**config.mk**
```make
export PLATFORM = sky130hd
export DESIGN_NAME = char_lcd_buffered_writer_flat
export DESIGN_NICKNAME = d
export VERILOG_FILES = /design/src/rtl/cbw_pkg.sv /design/src/rtl/cbw_if.sv /design/src/rtl/cbw_ram.sv /design/src/rtl/char_lcd_buffered_writer.sv /design/src/flat_wrapper.sv
export SDC_FILE = /design/constraint.sdc
export NUM_CORES = 1
export LEC_CHECK = 0
export BUFFER_PORTS_ARGS = -buffer_cell sky130_fd_sc_hd__buf_4
export CORE_UTILIZATION = 40
export CTS_BUF_LIST = sky130_fd_sc_hd__clkbuf_16
export CTS_CLUSTER_DIAMETER = 80
export CTS_CLUSTER_SIZE = 25
export DETAILED_ROUTE_END_ITERATION = 16
export PLACE_DENSITY_LB_ADDON = 0.05
export SYNTH_ARGS = -nofsm -noshare
export SYNTH_HDL_FRONTEND = slang
export SYNTH_SLANG_ARGS = --single-unit
```
**constraint.sdc**
```tcl
create_clock -name clk -period 9.4 [get_ports clk]
set_input_delay 0.94 -clock clk [delete_from_list [all_inputs] [get_ports clk]]
set_output_delay 0.94 -clock clk [all_outputs]
set_load 0.05 [all_outputs]
```
**src/rtl/cbw_pkg.sv**
```systemverilog
// Shared constants, types and helpers for the buffered character LCD writer.
package cbw_pkg;

	localparam int SLOTS   = 4;
	localparam int MAX_LEN = 16;
	localparam int COLUMNS = 16;
	localparam int ROWS    = 2;

	localparam int SLOT_W    = (SLOTS > 1) ? $clog2(SLOTS) : 1;
	localparam int LEN_W     = $clog2(MAX_LEN + 1);
	localparam int TXT_DEPTH = SLOTS * MAX_LEN;
	localparam int TXT_AW    = (TXT_DEPTH > 1) ? $clog2(TXT_DEPTH) : 1;

	localparam logic [1:0] FN_TICK  = 2'd0;
	localparam logic [1:0] FN_CHAR  = 2'd1;
	localparam logic [1:0] FN_CLEAR = 2'd2;

	localparam logic [1:0] ST_OK      = 2'd0;
	localparam logic [1:0] ST_BAD_POS = 2'd1;
	localparam logic [1:0] ST_NO_SLOT = 2'd2;
	localparam logic [1:0] ST_TOO_LONG = 2'd3;

	localparam logic [7:0] CMD_FUNC_SET = 8'h38;
	localparam logic [7:0] CMD_DISP_ON  = 8'h0C;
	localparam logic [7:0] CMD_CLEAR    = 8'h01;
	localparam logic [7:0] CMD_ENTRY    = 8'h06;
	localparam logic [7:0] CMD_HOME     = 8'h02;
	localparam logic [7:0] CMD_DDRAM    = 8'h80;
	localparam logic [7:0] ROW1_OFFSET  = 8'h40;

	typedef enum logic [2:0] {
		IS_PINS, IS_START, IS_FUNC, IS_DISP, IS_CLR, IS_ENTRY, IS_HOME, IS_DONE
	} init_t;

	typedef enum logic [1:0] {
		WS_START, WS_ADDR, WS_DATA, WS_FREE
	} wstep_t;

	function automatic logic [7:0] init_cmd(init_t step);
		logic [7:0] c;
		case (step)
			IS_FUNC:  c = CMD_FUNC_SET;
			IS_DISP:  c = CMD_DISP_ON;
			IS_CLR:   c = CMD_CLEAR;
			IS_ENTRY: c = CMD_ENTRY;
			IS_HOME:  c = CMD_HOME;
			default:  c = CMD_HOME;
		endcase
		return c;
	endfunction

endpackage

```
**src/rtl/cbw_if.sv**
```systemverilog
// Valid/ready channel interfaces for request and result beats.
interface cbw_req_if;
	logic       valid;
	logic       ready;
	logic [1:0] func;
	logic [7:0] char_code;
	logic       row;
	logic [3:0] col;
	logic       last_char;

	modport source (output valid, func, char_code, row, col, last_char, input ready);
	modport sink   (input valid, func, char_code, row, col, last_char, output ready);
endinterface

interface cbw_rsp_if;
	logic       valid;
	logic       ready;
	logic       rs_pin;
	logic       enable_pin;
	logic [7:0] data_bus;
	logic       busy_res;
	logic       init_done;
	logic [1:0] status;

	modport source (output valid, rs_pin, enable_pin, data_bus, busy_res, init_done, status,
		input ready);
	modport sink   (input valid, rs_pin, enable_pin, data_bus, busy_res, init_done, status,
		output ready);
endinterface

```
**src/rtl/cbw_ram.sv**
```systemverilog
// Generic single-write, single-read RAM with registered read data.
module cbw_ram #(
	parameter int WIDTH = 8,
	parameter int DEPTH = 64
) (
	input  logic                                     clk,
	input  logic                                     we,
	input  logic [((DEPTH > 1) ? $clog2(DEPTH) : 1)-1:0] waddr,
	input  logic [WIDTH-1:0]                         wdata,
	input  logic [((DEPTH > 1) ? $clog2(DEPTH) : 1)-1:0] raddr,
	output logic [WIDTH-1:0]                         rdata
);
	logic [WIDTH-1:0] mem_q [DEPTH];

	always_ff @(posedge clk) begin
		if (we) begin
			mem_q[waddr] <= wdata;
		end
		rdata <= mem_q[raddr];
	end
endmodule

```
**src/rtl/char_lcd_buffered_writer.sv**
```systemverilog
// Top level of the buffered character LCD writer: init sequencer, string slots, output.
// A request beat is registered in the input stage, processed in one pass, and its result
// beat is held in the result register until rsp takes it; one beat per cycle sustained
// when rsp is ready. Rate is set by the single-pass state update between the input and
// result registers.
// Reset (arst_n low, asynchronous): init restarts at pin setup, strobe low, all slots
// empty, no clear pending, latched RS and data bus zero. The text store is not cleared.
module char_lcd_buffered_writer
	import cbw_pkg::*;
(
	input  logic      clk,
	input  logic      arst_n,
	cbw_req_if.sink   req,
	cbw_rsp_if.source rsp
);

	// Input register stage.
	logic             valid_s1;
	logic [1:0]       func_s1;
	logic [7:0]       char_s1;
	logic             row_s1;
	logic [3:0]       col_s1;
	logic             last_s1;
	logic             advance;

	// Controller state.
	init_t            init_step_q, n_init_step;
	logic             init_flag_q, n_init_flag;
	wstep_t           wstep_q, n_wstep;
	logic             strobe_q, n_strobe;
	logic             rs_q, n_rs;
	logic [7:0]       bus_q, n_bus;
	logic             clear_pending_q, n_clear_pending;
	logic             clear_active_q, n_clear_active;
	logic             req_active_q, n_req_active;
	logic [SLOT_W-1:0] serving_q, n_serving;
	logic [SLOT_W-1:0] filling_q, n_filling;
	logic             fill_valid_q, n_fill_valid;
	logic [LEN_W-1:0] fill_len_q, n_fill_len;

	logic             slot_full_q   [SLOTS];
	logic             n_slot_full   [SLOTS];
	logic [LEN_W-1:0] slot_cursor_q [SLOTS];
	logic [LEN_W-1:0] n_slot_cursor [SLOTS];
	logic             slot_row_q    [SLOTS];
	logic             n_slot_row    [SLOTS];
	logic [3:0]       slot_col_q    [SLOTS];
	logic [3:0]       n_slot_col    [SLOTS];
	logic [LEN_W-1:0] slot_len_q    [SLOTS];
	logic [LEN_W-1:0] n_slot_len    [SLOTS];

	logic [1:0]       status;

	// Text store and its read-after-write bypass.
	logic              txt_we;
	logic [TXT_AW-1:0] txt_waddr;
	logic [TXT_AW-1:0] txt_raddr;
	logic [7:0]        txt_rdata;
	logic              byp_q;
	logic [7:0]        byp_data_q;
	logic [7:0]        txt_byte;

	// Result register.
	logic             out_valid_q;
	logic             out_rs_q;
	logic             out_en_q;
	logic [7:0]       out_bus_q;
	logic             out_busy_q;
	logic             out_init_q;
	logic [1:0]       out_status_q;

	// Process the held beat whenever the result register is free or draining.
	assign advance   = valid_s1 && (!out_valid_q || rsp.ready);
	assign req.ready = !valid_s1 || advance;

	always_ff @(posedge clk or negedge arst_n) begin
		if (!arst_n) begin
			valid_s1 <= 1'b0;
		end else if (req.ready) begin
			valid_s1 <= req.valid;
		end
	end

	always_ff @(posedge clk) begin
		if (req.ready && req.valid) begin
			func_s1 <= req.func;
			char_s1 <= req.char_code;
			row_s1  <= req.row;
			col_s1  <= req.col;
			last_s1 <= req.last_char;
		end
	end

	cbw_ram #(
		.WIDTH (8),
		.DEPTH (TXT_DEPTH)
	) u_text (
		.clk   (clk),
		.we    (txt_we),
		.waddr (txt_waddr),
		.wdata (char_s1),
		.raddr (txt_raddr),
		.rdata (txt_rdata)
	);

	// A character written to the very entry being fetched is forwarded from here.
	always_ff @(posedge clk or negedge arst_n) begin
		if (!arst_n) begin
			byp_q <= 1'b0;
		end else begin
			byp_q <= txt_we && (txt_waddr == txt_raddr);
		end
	end

	always_ff @(posedge clk) begin
		byp_data_q <= char_s1;
	end

	assign txt_byte = byp_q ? byp_data_q : txt_rdata;

	// Next-state logic: one tick, character or clear request per pass.
	always_comb begin
		logic [SLOT_W-1:0] s;
		logic [SLOT_W-1:0] free_idx;
		logic              free_found;
		logic [SLOT_W-1:0] next_idx;
		logic              next_found;
		logic [LEN_W-1:0]  cur_len;
		logic [LEN_W-1:0]  new_len;
		logic [7:0]        addr_cmd;

		n_init_step     = init_step_q;
		n_init_flag     = init_flag_q;
		n_wstep         = wstep_q;
		n_strobe        = strobe_q;
		n_rs            = rs_q;
		n_bus           = bus_q;
		n_clear_pending = clear_pending_q;
		n_clear_active  = clear_active_q;
		n_req_active    = req_active_q;
		n_serving       = serving_q;
		n_filling       = filling_q;
		n_fill_valid    = fill_valid_q;
		n_fill_len      = fill_len_q;
		n_slot_full     = slot_full_q;
		n_slot_cursor   = slot_cursor_q;
		n_slot_row      = slot_row_q;
		n_slot_col      = slot_col_q;
		n_slot_len      = slot_len_q;
		status          = ST_OK;
		txt_we          = 1'b0;
		txt_waddr       = '0;

		s        = serving_q;
		addr_cmd = (8'(slot_col_q[s]) + (slot_row_q[s] ? ROW1_OFFSET : 8'h00)) | CMD_DDRAM;

		// Lowest empty slot for a new string.
		free_idx   = '0;
		free_found = 1'b0;
		for (int i = SLOTS - 1; i >= 0; i--) begin
			if (!slot_full_q[i]) begin
				free_idx   = SLOT_W'(i);
				free_found = 1'b1;
			end
		end

		// Lowest filled slot other than the one being freed.
		next_idx   = '0;
		next_found = 1'b0;
		for (int i = SLOTS - 1; i >= 0; i--) begin
			if (slot_full_q[i] && (SLOT_W'(i) != s)) begin
				next_idx   = SLOT_W'(i);
				next_found = 1'b1;
			end
		end

		cur_len = fill_valid_q ? fill_len_q : '0;
		new_len = cur_len;

		if (advance) begin
			case (func_s1)
				FN_TICK: begin
					if (!init_flag_q) begin
						case (init_step_q)
							IS_PINS: n_init_step = IS_START;
							IS_START: begin
								n_strobe    = 1'b0;
								n_init_step = IS_FUNC;
							end
							IS_FUNC, IS_DISP, IS_CLR, IS_ENTRY, IS_HOME: begin
								if (!strobe_q) begin
									n_rs     = 1'b0;
									n_bus    = init_cmd(init_step_q);
									n_strobe = 1'b1;
								end else begin
									n_strobe    = 1'b0;
									n_init_step = init_t'(init_step_q + 3'd1);
								end
							end
							default: n_init_flag = 1'b1;
						endcase
					end else if (strobe_q && clear_active_q) begin
						// Finish the clear strobe.
						n_strobe        = 1'b0;
						n_clear_active  = 1'b0;
						n_clear_pending = 1'b0;
					end else if (!strobe_q && clear_pending_q &&
						(!req_active_q || wstep_q == WS_START)) begin
						n_rs           = 1'b0;
						n_bus          = CMD_CLEAR;
						n_strobe       = 1'b1;
						n_clear_active = 1'b1;
					end else if (req_active_q) begin
						case (wstep_q)
							WS_START: begin
								n_strobe = 1'b0;
								n_wstep  = WS_ADDR;
							end
							WS_ADDR: begin
								if (!strobe_q) begin
									n_rs     = 1'b0;
									n_bus    = addr_cmd;
									n_strobe = 1'b1;
								end else begin
									n_strobe = 1'b0;
									n_wstep  = WS_DATA;
								end
							end
							WS_DATA: begin
								if (slot_cursor_q[s] < slot_len_q[s]) begin
									if (!strobe_q) begin
										n_rs     = 1'b1;
										n_bus    = txt_byte;
										n_strobe = 1'b1;
									end else begin
										n_strobe         = 1'b0;
										n_slot_cursor[s] = slot_cursor_q[s] + LEN_W'(1);
									end
								end else begin
									n_wstep = WS_FREE;
								end
							end
							default: begin
								// Free the slot and move on to the lowest waiting one.
								n_slot_full[s] = 1'b0;
								n_wstep        = WS_START;
								if (next_found) begin
									n_serving = next_idx;
								end else begin
									n_req_active = 1'b0;
									n_serving    = '0;
								end
							end
						endcase
					end else begin
						n_strobe = 1'b0;
					end
				end
				FN_CHAR: begin
					if (!fill_valid_q && (int'(row_s1) >= ROWS || int'(col_s1) >= COLUMNS)) begin
						status = ST_BAD_POS;
					end else if (!fill_valid_q && !free_found) begin
						status = ST_NO_SLOT;
					end else begin
						if (!fill_valid_q) begin
							n_filling             = free_idx;
							n_slot_row[free_idx]  = row_s1;
							n_slot_col[free_idx]  = col_s1;
						end
						if (cur_len < LEN_W'(MAX_LEN)) begin
							txt_we    = 1'b1;
							txt_waddr = TXT_AW'(n_filling) * TXT_AW'(MAX_LEN) + TXT_AW'(cur_len);
							new_len   = cur_len + LEN_W'(1);
						end else begin
							status = ST_TOO_LONG;
						end
						n_fill_len   = new_len;
						n_fill_valid = 1'b1;
						if (last_s1) begin
							// Commit the string and start serving if the writer is idle.
							n_slot_full[n_filling]   = 1'b1;
							n_slot_cursor[n_filling] = '0;
							n_slot_len[n_filling]    = new_len;
							n_fill_valid             = 1'b0;
							if (!req_active_q) begin
								n_req_active = 1'b1;
								n_wstep      = WS_START;
								n_serving    = n_filling;
							end
						end
					end
				end
				FN_CLEAR: n_clear_pending = 1'b1;
				default: ;
			endcase
		end

		// Fetch the character the serving slot will send next.
		txt_raddr = TXT_AW'(n_serving) * TXT_AW'(MAX_LEN) +
			TXT_AW'(n_slot_cursor[n_serving]);
	end

	always_ff @(posedge clk or negedge arst_n) begin
		if (!arst_n) begin
			init_step_q     <= IS_PINS;
			init_flag_q     <= 1'b0;
			wstep_q         <= WS_START;
			strobe_q        <= 1'b0;
			rs_q            <= 1'b0;
			bus_q           <= '0;
			clear_pending_q <= 1'b0;
			clear_active_q  <= 1'b0;
			req_active_q    <= 1'b0;
			serving_q       <= '0;
			filling_q       <= '0;
			fill_valid_q    <= 1'b0;
			fill_len_q      <= '0;
			for (int i = 0; i < SLOTS; i++) begin
				slot_full_q[i]   <= 1'b0;
				slot_cursor_q[i] <= '0;
			end
		end else begin
			init_step_q     <= n_init_step;
			init_flag_q     <= n_init_flag;
			wstep_q         <= n_wstep;
			strobe_q        <= n_strobe;
			rs_q            <= n_rs;
			bus_q           <= n_bus;
			clear_pending_q <= n_clear_pending;
			clear_active_q  <= n_clear_active;
			req_active_q    <= n_req_active;
			serving_q       <= n_serving;
			filling_q       <= n_filling;
			fill_valid_q    <= n_fill_valid;
			fill_len_q      <= n_fill_len;
			slot_full_q     <= n_slot_full;
			slot_cursor_q   <= n_slot_cursor;
		end
	end

	// Slot position and length: written only when a string opens or commits.
	always_ff @(posedge clk) begin
		slot_row_q <= n_slot_row;
		slot_col_q <= n_slot_col;
		slot_len_q <= n_slot_len;
	end

	// Result register: hold the beat until rsp takes it.
	always_ff @(posedge clk or negedge arst_n) begin
		if (!arst_n) begin
			out_valid_q <= 1'b0;
		end else if (advance) begin
			out_valid_q <= 1'b1;
		end else if (rsp.ready) begin
			out_valid_q <= 1'b0;
		end
	end

	always_ff @(posedge clk) begin
		if (advance) begin
			out_rs_q     <= n_rs;
			out_en_q     <= n_strobe;
			out_bus_q    <= n_bus;
			out_busy_q   <= !n_init_flag || n_req_active || n_clear_pending;
			out_init_q   <= n_init_flag;
			out_status_q <= status;
		end
	end

	assign rsp.valid      = out_valid_q;
	assign rsp.rs_pin     = out_rs_q;
	assign rsp.enable_pin = out_en_q;
	assign rsp.data_bus   = out_bus_q;
	assign rsp.busy_res   = out_busy_q;
	assign rsp.init_done  = out_init_q;
	assign rsp.status     = out_status_q;

endmodule

```
**src/flat_wrapper.sv**
```systemverilog
// flat-port wrapper written by rule: the top's interface ports become plain ports
module char_lcd_buffered_writer_flat import cbw_pkg::*;
  (clk, arst_n, req_valid, req_func, req_char_code, req_row, req_col, req_last_char, req_ready, rsp_valid, rsp_rs_pin, rsp_enable_pin, rsp_data_bus, rsp_busy_res, rsp_init_done, rsp_status, rsp_ready);
  cbw_req_if req_i ();
  cbw_rsp_if rsp_i ();
  input  logic clk;
  input  logic arst_n;
  input wire logic [$bits(req_i.valid)-1:0] req_valid;
  input wire logic [$bits(req_i.func)-1:0] req_func;
  input wire logic [$bits(req_i.char_code)-1:0] req_char_code;
  input wire logic [$bits(req_i.row)-1:0] req_row;
  input wire logic [$bits(req_i.col)-1:0] req_col;
  input wire logic [$bits(req_i.last_char)-1:0] req_last_char;
  output wire logic [$bits(req_i.ready)-1:0] req_ready;
  output wire logic [$bits(rsp_i.valid)-1:0] rsp_valid;
  output wire logic [$bits(rsp_i.rs_pin)-1:0] rsp_rs_pin;
  output wire logic [$bits(rsp_i.enable_pin)-1:0] rsp_enable_pin;
  output wire logic [$bits(rsp_i.data_bus)-1:0] rsp_data_bus;
  output wire logic [$bits(rsp_i.busy_res)-1:0] rsp_busy_res;
  output wire logic [$bits(rsp_i.init_done)-1:0] rsp_init_done;
  output wire logic [$bits(rsp_i.status)-1:0] rsp_status;
  input wire logic [$bits(rsp_i.ready)-1:0] rsp_ready;
  assign req_i.valid = req_valid;
  assign req_i.func = req_func;
  assign req_i.char_code = req_char_code;
  assign req_i.row = req_row;
  assign req_i.col = req_col;
  assign req_i.last_char = req_last_char;
  assign req_ready = req_i.ready;
  assign rsp_valid = rsp_i.valid;
  assign rsp_rs_pin = rsp_i.rs_pin;
  assign rsp_enable_pin = rsp_i.enable_pin;
  assign rsp_data_bus = rsp_i.data_bus;
  assign rsp_busy_res = rsp_i.busy_res;
  assign rsp_init_done = rsp_i.init_done;
  assign rsp_status = rsp_i.status;
  assign rsp_i.ready = rsp_ready;
  char_lcd_buffered_writer u_core (.clk(clk), .arst_n(arst_n), .req(req_i), .rsp(rsp_i));
endmodule
```
# ---- After elaboration in Yosys (flattened, before gate mapping)
# Memory sizes are Yosys's and may differ from the RTL's. A register that Yosys moved wholly into a read port is not among the register bits.
# Index checks and enable logic that the tools add are counted.
dict set report classes {
  n_lt_le_gt_ge 9
  reduce_logical 45
  n_bitwise 13
  eq_ne 25
  addsub 6
  mux 170
}
# op count
set ops {}
lappend ops {{2-to-1 mux 20 bit} 10}
lappend ops {{2-to-1 mux 8 bit} 12}
lappend ops {{2-to-1 mux 2 bit} 33}
lappend ops {{2-to-1 mux 5 bit} 13}
lappend ops {{2-to-1 mux 1 bit} 58}
lappend ops {{bitwise mux 20 bit} 2}
lappend ops {{2-to-1 mux 4 bit} 10}
lappend ops {{case mux 20 bit (2 select lines)} 1}
lappend ops {{binary-select mux 5 bit (select 2 bit)} 3}
lappend ops {{2-to-1 mux 6 bit} 4}
lappend ops {{case mux 6 bit (4 select lines)} 1}
lappend ops {{bitwise AND 20 bit} 1}
lappend ops {{demux 5 bit (select 2 bit)} 2}
lappend ops {{NOT 20 bit} 1}
lappend ops {{bitwise mux 16 bit} 1}
lappend ops {{case mux 8 bit (2 select lines)} 1}
lappend ops {{logical AND 1 bit} 14}
lappend ops {{adder 6 x 5 -> 6 bit} 2}
lappend ops {{>= comparator 3 bit (second input constant)} 4}
lappend ops {{NOT 2 -> 3 bit} 4}
lappend ops {{AND reduction 4 bit} 3}
lappend ops {{AND reduction 11 bit} 1}
lappend ops {{adder 5 x 1 -> 5 bit (second input constant)} 2}
lappend ops {{inequality test 2 bit (second input constant)} 5}
lappend ops {{46 further kinds} 80}
dict set report totals {
  memories 1
  ram_bits 512
  wordCells 318
  ff_bits 134
  out_inout_bits 16
  input_bits 20
}
# name depth word_bits rd rd_ports_with_merged_regs wr line_no
set mem_list {}
lappend mem_list {u_core.u_text.mem_q 64 8 1 1 1 cbw_ram.sv:13} ;# logic [WIDTH-1:0] mem_q [DEPTH];

# ---- Longest topological paths before layout
# Gate-level depths: netlist of run 1.
dict set report logic_depth {
  depth_word 26
  depth_mapped 24
  depth_no_buf 20
}

# ---- Cells and area by module
# From an unflattened synthesis of run 1, not the netlist that was laid out.
dict set report hier_totals {
  cells_unflattened 1592
  area_unflattened_um2 27151.0
}
# module instances cells_each seq_area_each_um2 area_per_inst_um2
set modules_own_cells {}
lappend modules_own_cells {cbw_ram 1 972 15534.9 20190.6}
lappend modules_own_cells {char_lcd_buffered_writer 1 620 3663.5 6960.4}

# ---- Least setup slack after synthesis of run 1
# No wires, ideal clock.
dict set report synth_path {
  kind {reg2reg}
  from {reg u_core.serving_q[0]}
  to {reg u_core.u_text.rdata[5] (read register of u_core.u_text.mem_q)}
  stages_incl_launch_ff 23
  required_time_ps 9269
  n_path_buf 4
  arrival_time_ps 5373
  slack_ps 3896
  setup_time_ps 131
  path_cell_list {dfrtp_1 -> buf_6 -> buf_2 -> buf_1 -> mux4_2 -> ha_1 -> nand2_1 -> o21ai_1 -> nor3_1 -> nand3_1 -> mux2i_1 -> nor2_1 -> mux2i_1 -> o21ai_0 -> ha_1 -> xnor2_1 -> nor2b_1 -> clkbuf_1 -> o21ai_1 -> a211oi_1 -> a311oi_1 -> nor4_1 -> nor4_2}
}
# item line_no
set synth_lines {}
lappend synth_lines {{start, declared} char_lcd_buffered_writer.sv:36} ;# logic [SLOT_W-1:0] serving_q, n_serving;
lappend synth_lines {{start signal, assigned} char_lcd_buffered_writer.sv:332} ;# serving_q <= n_serving;
lappend synth_lines {{end, declared} cbw_ram.sv:11} ;# output logic [WIDTH-1:0] rdata

# ---- Worst setup path after layout of run 1
dict set report layout_path {
  from {reg u_core.serving_q[0]}
  to {reg u_core.u_text.rdata[0] (read register of u_core.u_text.mem_q)}
}
dict set report layout_between {
  elab_chain_len 19
  word_cells_on_any_way 56
  cone_classes {2 x add/sub; 3 x order compare; 3 x eq/ne; 40 x mux; 2 x bitwise; 6 x reduce/logical}
}
# item line_no
set layout_rtl {}
lappend layout_rtl {{NOT 2 -> 3 bit (not written as such) or inequality test 2 bit (tied branches)} {char_lcd_buffered_writer.sv:230, char_lcd_buffered_writer.sv:237, char_lcd_buffered_writer.sv:171}}
lappend layout_rtl {{binary-select mux 5 bit (select 2 bit), or another cell as far along} {char_lcd_buffered_writer.sv:230, char_lcd_buffered_writer.sv:237}}
lappend layout_rtl {{2-to-1 mux 5 bit (not written as such), or another cell as far along (2 in a row)} {char_lcd_buffered_writer.sv:230, char_lcd_buffered_writer.sv:237}}
lappend layout_rtl {{adder 5 x 1 -> 5 bit, or another cell as far along} char_lcd_buffered_writer.sv:237} ;# n_slot_cursor[s] = slot_cursor_q[s] + LEN_W'(1);
lappend layout_rtl {{bitwise mux 20 bit, or another cell as far along} char_lcd_buffered_writer.sv:237}
lappend layout_rtl {{2-to-1 mux 20 bit or 2-to-1 mux 2 bit (tied branches)} {char_lcd_buffered_writer.sv:231, char_lcd_buffered_writer.sv:247}}
lappend layout_rtl {{2-to-1 mux 20 bit or 2-to-1 mux 2 bit (tied branches)} {char_lcd_buffered_writer.sv:230, char_lcd_buffered_writer.sv:214}}
lappend layout_rtl {{2-to-1 mux 20 bit or 2-to-1 mux 2 bit (tied branches)} {char_lcd_buffered_writer.sv:214, char_lcd_buffered_writer.sv:213}}
lappend layout_rtl {{2-to-1 mux 20 bit or 2-to-1 mux 2 bit (tied branches)} {char_lcd_buffered_writer.sv:213, char_lcd_buffered_writer.sv:207}}
lappend layout_rtl {{2-to-1 mux 20 bit or 2-to-1 mux 2 bit (tied branches)} {char_lcd_buffered_writer.sv:207, char_lcd_buffered_writer.sv:202}}
lappend layout_rtl {{2-to-1 mux 20 bit or 2-to-1 mux 2 bit (tied branches)} {char_lcd_buffered_writer.sv:202, char_lcd_buffered_writer.sv:183}}
lappend layout_rtl {{2-to-1 mux 20 bit or case mux 2 bit (2 select lines) (tied branches)} {char_lcd_buffered_writer.sv:183, char_lcd_buffered_writer.sv:181}}
lappend layout_rtl {{case mux 20 bit (2 select lines) or 2-to-1 mux 2 bit (tied branches)} {char_lcd_buffered_writer.sv:181, char_lcd_buffered_writer.sv:180}}
lappend layout_rtl {{2-to-1 mux 20 bit or NOT 2 -> 3 bit (tied branches)} {char_lcd_buffered_writer.sv:180, char_lcd_buffered_writer.sv:300}}
lappend layout_rtl {{binary-select mux 5 bit (select 2 bit)} char_lcd_buffered_writer.sv:300} ;# TXT_AW'(n_slot_cursor[n_serving]);
lappend layout_rtl {{2-to-1 mux 5 bit (not written as such) (2 in a row)} char_lcd_buffered_writer.sv:300}
lappend layout_rtl {{adder 6 x 5 -> 6 bit *} char_lcd_buffered_writer.sv:299} ;# txt_raddr = TXT_AW'(n_serving) * TXT_AW'(MAX_LEN) +
# Every way passes the cells marked *; elsewhere a longest branch is shown, timed or not. The select of a mux whose other input is x is not followed.
# A chain may end at the register's enable or synchronous reset.

==> flow_summary.rst, run 1 <==
.. list-table::
   :header-rows: 1

   * - Metric
     - Value
   * - P&R area growth vs syn
     - 8.64%
   * - Setup repair after global routing missed its margin
     - no
   * - Length in cells of the worst reg-to-reg path
     - 15
   * - Worst rel slew slack
     - 0.178
   * - Critical path class
     - reg2reg
   * - Overall overflow remaining after global route
     - 0
   * - Minimum hold slack
     - 0.431 ns
   * - Most used flip-flop cell after synthesis
     - sky130_fd_sc_hd__edfxtp_1
   * - Starting utilization of the core area
     - 0.407
   * - Sinks on the clock net
     - 654
   * - Kind of start point of the critical path
     - flip-flop
   * - Tmin final
     - 6.80 ns
   * - DR vias
     - 17,800
   * - Number of instances in the synthesized netlist
     - 2,042
   * - Post-route cell area
     - 30,600 sq um
   * - Aggregate global-route resource usage
     - 0.239
   * - Sequential-to-total area share from yosys stat
     - 0.682
   * - Hold buffers post-CTS
     - 0
   * - Core footprint
     - 69,100 sq um
   * - Ys Warns
     - 0
   * - Run status
     - finished, final reports clean
   * - DRC violations left
     - 0
   * - Top cells by area, synth
     - sky130_fd_sc_hd__edfxtp_1, sky130_fd_sc_hd__dfrtp_1, sky130_fd_sc_hd__a211oi_1
   * - Num CTS Buffers
     - 38
   * - Setup violators final
     - 0
   * - CTS root buf
     - sky130_fd_sc_hd__clkbuf_16
   * - Horizontal extent of the die
     - 267 um
   * - Placement Rows
     - 96
   * - Required arrival time at the worst endpoint
     - 9.88 ns
   * - Number of buffer and inverter instances along the worst setup path
     - 2
   * - Cell Area, Synth
     - 28,100 sq um
   * - Post-synthesis register bit count
     - 654
   * - Actual transition at the worst max-transition pin
     - 1.22 ns
   * - Vias in the first global route
     - 17,500
   * - Placed wire-length estimate
     - 51.7 mm
   * - Net count of the finished layout
     - 2,046
   * - Mapped Nets
     - 2,079
   * - Max-capacitance violation count
     - 0
   * - Number of flops mapped to enable cells by yosys
     - 582
   * - Clock latency on the worst-skew pair
     - 0.62 ns
   * - Largest buffer count on any clock path
     - 3
   * - Antenna violations before repair
     - 0
   * - Most frequent CP cell
     - sky130_fd_sc_hd__nor4_1
   * - Worst stage delay on the critical path
     - 1.02 ns
   * - Post-CTS clock slew at the launch and capture registers of the worst setup and hold paths
     - 0.10 ns
   * - Critical R2R Capture
     - u_core.u_text.rdata[0]
   * - PortBufs
     - 35
   * - Ordered cell list for the critical path
     - buf_4, mux4_2, inv_1, ha_1, a21oi_1, o21ai_1, a2111oi_4, mux2i_1, nand3_1, a21oi_4, nor2_4, nor3_1, a221oi_1, nor4_1, nor4_1
   * - Final-layout setup total negative slack
     - 0 ns
   * - PnR Total Power
     - 8.73 mW
   * - Setup Fix Bufs, Post-CTS
     - 0
   * - First-iteration detailed-routing DRC count
     - 1,860
   * - Fraction of layout cells with a size suffix above 1
     - 0.0986
   * - Clock Skews
     - 0.0392 ns
   * - Total Wirelength
     - 84.0 mm
   * - Achievable clock frequency
     - 147 MHz
   * - Post-synth top area cell
     - sky130_fd_sc_hd__edfxtp_1
   * - Top cells by count, synth
     - sky130_fd_sc_hd__edfxtp_1, sky130_fd_sc_hd__nand2_1, sky130_fd_sc_hd__a211oi_1, sky130_fd_sc_hd__and3_1, sky130_fd_sc_hd__nor2_1
   * - Wire length per cell
     - 28.3 um
   * - Antenna diode count
     - 0
   * - Peak ir drop on the vdd network
     - 0.194 mV
   * - Final number of max-transition violations
     - 0
   * - Average via count per standard cell
     - 5.99
   * - Average size of a mapped cell
     - 13.8 sq um
   * - Data arrival time of the worst path
     - 7.28 ns
   * - Proportion of synthesized flip-flops having asynchronous set or reset
     - 0.0856
   * - Total I/O pin count
     - 36
   * - Final Hold Fails
     - 0
   * - Critical Path Fanout Max
     - 32
   * - Dpl cell area
     - 29,300 sq um
   * - Static Leakage
     - 10.0 nW
   * - Endpoint class of the critical path
     - flip-flop
   * - PD cells
     - 286 nW/um^2
   * - Register-to-register setup slack
     - 2.60 ns
   * - First-pass GRT wire length
     - 124 mm
   * - Number of resized instances in the post-cts repair step
     - 0
   * - Routability congestion estimate
     - 0.898
   * - Largest net degree at the start of global routing
     - 129
   * - Number of H-tree levels
     - 2
   * - Initial DRT Pass Iterations
     - 5
   * - Origin of the critical flop-to-flop path
     - u_core.serving_q[0]
   * - Distinct cell type count after synthesis
     - 91
   * - Slowest stage cell on the critical path
     - sky130_fd_sc_hd__nor3_1
   * - CP Depth
     - 15
   * - Most numerous cell in the Yosys netlist
     - sky130_fd_sc_hd__edfxtp_1
   * - Area share of the leading cell type in the synthesized netlist
     - 0.621
   * - Final worst path period share
     - 0.723
   * - Area of the die
     - 71,400 sq um
   * - Fillers
     - 6,264
   * - Clock tree from TritonCTS
     - yes
   * - HP Class
     - in2async
   * - Family of cells with the greatest summed delay on the critical path
     - simple AND/OR/NAND/NOR gates
   * - Final ANT Viol Nets
     - 0
   * - Die Height
     - 267 um
[sequential cells by signal, indices dropped and copies added (netlist names), 16 cells and up]
name                  flops
u_core.slot_col_q        16
u_core.slot_cursor_q     20
u_core.slot_len_q        20
u_core.u_text.mem_q     512
[logic make-up after synthesis]
logic type | synth area share
AOI/OAI and AO/OA | 0.127
muxes | 0.0334
xor gates and xnor gates | 0.00342
DFF | 0.682
and+or+nand+nor | 0.117
buffers and inverters | 0.0291
adders and majority gates | 0.00756
[metrics by stage]
step	instances	setup WS (ns)	utilization
6_report	2969	2.60	0.443
5_1_grt	2969	2.10	0.443
4_1_cts	2969	2.62	0.443
3_5_place_dp	2900	2.58	0.424
3_3_place_gp	2900	2.62	0.424
2_1_floorplan	2042	3.90	-
[per-layer routing]
layer	track usage	part of all wire
met1	0.341	0.45
met2	0.387	0.47
met3	0.0268	0.049
met4	0.0612	0.025
met5	0	0
[worst register-to-register path, delay by kind of cell, from the launching register on]
family | cells | cell delay [ns]
buf+inv | 2 | 0.44
compound gates | 5 | 1.76
simple gates | 5 | 2.53
mux | 2 | 0.88
flops | 1 | 0.84
fa+ha+maj | 1 | 0.25
[worst max-delay path by stage]
stage	start	endpoint	slack [ns]
CTS	u_core.serving_q[0]	u_core.u_text.rdata[0]	2.62
floorplan	u_core.serving_q[0]	u_core.u_text.rdata[5]	3.90
global route	u_core.serving_q[0]	u_core.u_text.rdata[3]	2.10
global placement	u_core.serving_q[0]	u_core.u_text.rdata[0]	2.62
detailed placement	u_core.serving_q[0]	u_core.u_text.rdata[0]	2.58
finish	u_core.serving_q[0]	u_core.u_text.rdata[0]	2.60
[power by group]
group / internal (mW) / total [mW] / switching [mW]
clock network: 0.876 / 1.93 / 1.05
registers: 3.28 / 3.43 / 0.153
logic: 0.997 / 3.37 / 2.37
[layout make-up]
cell class / count / area [sq um] / area share
Sequential cell: 654 / 19200 / 0.628
Multi-Input combinational cell: 1213 / 8170 / 0.267
Tap cell: 931 / 1160 / 0.0381
Clock buffer: 40 / 1000 / 0.0327
Timing Repair Buffer: 75 / 613 / 0.0201
Clock inverter: 29 / 313 / 0.0102
Inverter: 27 / 101 / 0.00332
[layout by cell type (no fill, tap or decap), drive strengths merged, types with 19 or more instances in the layout]
| cell type | count |
|---|---|
| a211oi | 125 |
| a21oi | 31 |
| a311oi | 84 |
| and3 | 118 |
| buf | 75 |
| clkbuf | 40 |
| dfrtp | 56 |
| edfxtp | 582 |
| inv | 41 |
| mux2i | 42 |
| mux4 | 19 |
| nand2 | 229 |
| nor2 | 114 |
| nor3 | 33 |
| nor3b | 37 |
| nor4 | 32 |
| o21ai | 56 |
| o32ai | 25 |
Power figures use the tool's default switching activity.
==> run 2: changes to the inputs <==
==> constraint.sdc (replaced) <==
create_clock -name clk -period 6 [get_ports clk]
set_input_delay 0.6 -clock clk [delete_from_list [all_inputs] [get_ports clk]]
set_output_delay 0.6 -clock clk [all_outputs]
set_load 0.05 [all_outputs]
==> flow_summary.rst, run 2 (synthesis gave the netlist of run 1 again) <==
.. list-table::
   :header-rows: 1

   * - Metric
     - Value
   * - HP Class
     - in2async
   * - Length in cells of the worst reg-to-reg path
     - 15 (unchanged)
   * - Overall overflow remaining after global route
     - 0 (unchanged)
   * - Area occupied by multi-input gates
     - 8240 sq um (+0.75%)
   * - Met2 track utilization from global routing
     - 0.386 (-0.00154)
   * - Tmin final
     - 5.65 ns (-1.15 ns)
   * - Family of cells with the greatest summed delay on the critical path
     - simple AND/OR/NAND/NOR gates
   * - Commonest cells after routing, fill and taps aside
     - sky130_fd_sc_hd__edfxtp_1, sky130_fd_sc_hd__nand2_1, sky130_fd_sc_hd__buf_4, sky130_fd_sc_hd__a211oi_1, sky130_fd_sc_hd__and3_1
   * - Post-CTS clock slew at the launch and capture registers of the worst setup and hold paths
     - 0.10 ns (about the same)
   * - Minimum hold slack
     - 0.0997 ns (-0.332 ns)
   * - Area of the die
     - 71,400 sq um (unchanged)
   * - Clock Skews
     - 0.0239 ns (-0.0153 ns)
   * - Setup repair after global routing missed its margin
     - no
   * - Fraction of met1 tracks used by global routing
     - 0.341 (about the same)
   * - Sinks on the clock net
     - 654 (unchanged)
   * - Num CTS Buffers
     - 37 (-2.6%)
   * - Die Height
     - 267 um (unchanged)
   * - Dpl cell area
     - 29,800 sq um (+1.8%)
   * - PortBufs
     - 35 (unchanged)
   * - Final ANT Viol Nets
     - 0 (unchanged)
   * - CP Depth
     - 15 (unchanged)
   * - Capturing element of the worst setup path
     - u_core.u_text.rdata[3]
   * - Data arrival time of the worst path
     - 6.11 ns (-1.17 ns)
   * - Total I/O pin count
     - 36 (unchanged)
   * - First element of the critical path
     - u_core.serving_q[0]
   * - Routability congestion estimate
     - 0.894 (-0.53%)
   * - Net count of the finished layout
     - 2,108 (+3.0%)
   * - Peak ir drop on the vdd network
     - 0.337 mV (+74%)
   * - DR vias
     - 18,100 (+1.8%)
   * - Achievable clock frequency
     - 177 MHz (+20%)
   * - Final-layout setup total negative slack
     - 0 ns (unchanged)
   * - Vias in the first global route
     - 17,600 (+0.66%)
   * - PD cells
     - 444 nW/um^2 (+55%)
   * - Placement Rows
     - 96 (unchanged)
   * - Most frequent CP cell
     - sky130_fd_sc_hd__nor4_1
   * - Antenna violations before repair
     - 1 (+1)
   * - Fraction of layout cells with a size suffix above 1
     - 0.128 (+0.0289)
   * - Post-route cell area
     - 31,100 sq um (+1.6%)
   * - Most common cell after layout, fill and taps aside
     - sky130_fd_sc_hd__edfxtp_1
   * - Max FFs per register
     - 512 (unchanged)
   * - Largest buffer count on any clock path
     - 3 (unchanged)
   * - Ordered cell list for the critical path
     - buf_4, mux4_2, ha_1, a21oi_1, o21ai_2, a2111oi_4, mux2i_1, nand3_1, a21oi_4, nor2_4, buf_12, nor3_1, a221oi_1, nor4_1, nor4_1
   * - Final number of max-transition violations
     - 0 (unchanged)
   * - Endpoint class of the critical path
     - flip-flop
   * - Final Hold Fails
     - 0 (unchanged)
   * - Largest net degree at the start of global routing
     - 70 (-46%)
   * - Required arrival time at the worst endpoint
     - 6.46 ns (-3.42 ns)
   * - Setup violators final
     - 0 (unchanged)
   * - Critical R2R Capture
     - u_core.u_text.rdata[3]
   * - Starting utilization of the core area
     - 0.407 (unchanged)
   * - Critical Path Fanout Max
     - 34 (+6.3%)
   * - Final core occ
     - 0.450 (+0.00712)
   * - First-iteration detailed-routing DRC count
     - 1,954 (+5.1%)
   * - Area taken by flip-flops and latches
     - 19,200 sq um (unchanged)
   * - Horizontal extent of the die
     - 267 um (unchanged)
   * - Origin of the critical flop-to-flop path
     - u_core.serving_q[0]
   * - Actual transition at the worst max-transition pin
     - 1.05 ns (-0.170 ns)
   * - Register-to-register setup slack
     - 0.35 ns (-2.25 ns)
   * - Core footprint
     - 69,100 sq um (unchanged)
   * - Number of H-tree levels
     - 2 (unchanged)
   * - Initial DRT Pass Iterations
     - 6 (+1)
   * - Critical path class
     - reg2reg
   * - Placed wire-length estimate
     - 53.6 mm (+3.8%)
   * - Worst rel slew slack
     - 0.293 (+0.116)
   * - First-pass GRT wire length
     - 124 mm (+0.12%)
   * - Total Wirelength
     - 84.7 mm (+0.76%)
   * - P&R area growth vs syn
     - 10.4%
   * - Run status
     - finished, final reports clean
   * - Antenna diode count
     - 0 (unchanged)
   * - Met3 global-route usage
     - 0.0252 (-0.00156)
   * - Final worst path period share
     - 0.942 (+0.219)
   * - Aggregate global-route resource usage
     - 0.239 (+0.000825)
   * - Worst stage delay on the critical path
     - 0.85 ns (-0.17 ns)
   * - Kind of start point of the critical path
     - flip-flop
   * - Wire length per cell
     - 28.0 um (-1.1%)
   * - Clock latency on the worst-skew pair
     - 0.61 ns (about the same)
   * - Clock tree from TritonCTS
     - yes
   * - Average via count per standard cell
     - 5.98 (-0.11%)
   * - Static Leakage
     - 10.3 nW (+3.1%)
   * - DRC violations left
     - 0 (unchanged)
   * - Setup Fix Bufs, Post-CTS
     - 0 (unchanged)
   * - Number of buffer and inverter instances along the worst setup path
     - 2 (unchanged)
   * - Slowest stage cell on the critical path
     - sky130_fd_sc_hd__nor3_1
   * - Register bank with the most flops
     - u_core.u_text.mem_q
   * - Most heavily used metal layer in global routing
     - met2
   * - Registers with the most flip-flops
     - u_core.u_text.mem_q (512), u_core.slot_cursor_q (20), u_core.slot_len_q (20)
   * - Max-capacitance violation count
     - 0 (unchanged)
   * - CTS root buf
     - sky130_fd_sc_hd__clkbuf_16
   * - Fillers
     - 6,254 (-0.16%)
[run 2: cell type report]
type | count | share of cell area
inverter | 27 | 0.00326
multi-input combinational | 1213 | 0.265
clock buffer | 38 | 0.0306
sequential | 654 | 0.618
timing repair buffer | 138 | 0.0366
tap | 931 | 0.0375
clock inverter | 24 | 0.00870
[run 2: per-layer routing]
layer	share of wire	routed length, um
met5	0	0
met4	0.029	2460
met3	0.051	4330
met2	0.47	39800
met1	0.45	38100
[run 2: worst min path at each step]
stage,startpoint,end,slack [ns],depth (start not counted)
after global routing,arst_n,u_core.slot_full_q[0],0.15,1
final,arst_n,u_core.slot_full_q[0],0.1,1
after detailed placement,u_core.col_s1[3],u_core.slot_col_q[3],0.49,0
after floorplan,arst_n,u_core.bus_q[0],0.30,0
after global placement,u_core.col_s1[1],u_core.slot_col_q[5],0.48,0
after CTS,arst_n,u_core.slot_full_q[1],0.10,1
[run 2: what timing repair did]
action	CTS	global route
hold buffers	0	0
endpoints found under the setup margin	0	8
resized for setup	0	16
[run 2: per-stage QoR]
stage,setup slack [ns],cells,total power [mW]
finish,0.348,3025,13.8
global route,0.0120,3025,14.4
CTS,0.143,3025,13.8
detailed placement,0.155,2963,10.9
global placement,0.290,2963,10.9
floorplan,0.496,2042,8.84
[run 2: where the power goes]
| part | internal, mW | total, mW | switching (mW) |
|---|---|---|---|
| clock | 1.30 | 2.92 | 1.61 |
| combinational | 1.78 | 5.55 | 3.77 |
| sequential | 5.14 | 5.31 | 0.172 |
| total | 8.22 | 13.8 | 5.55 |
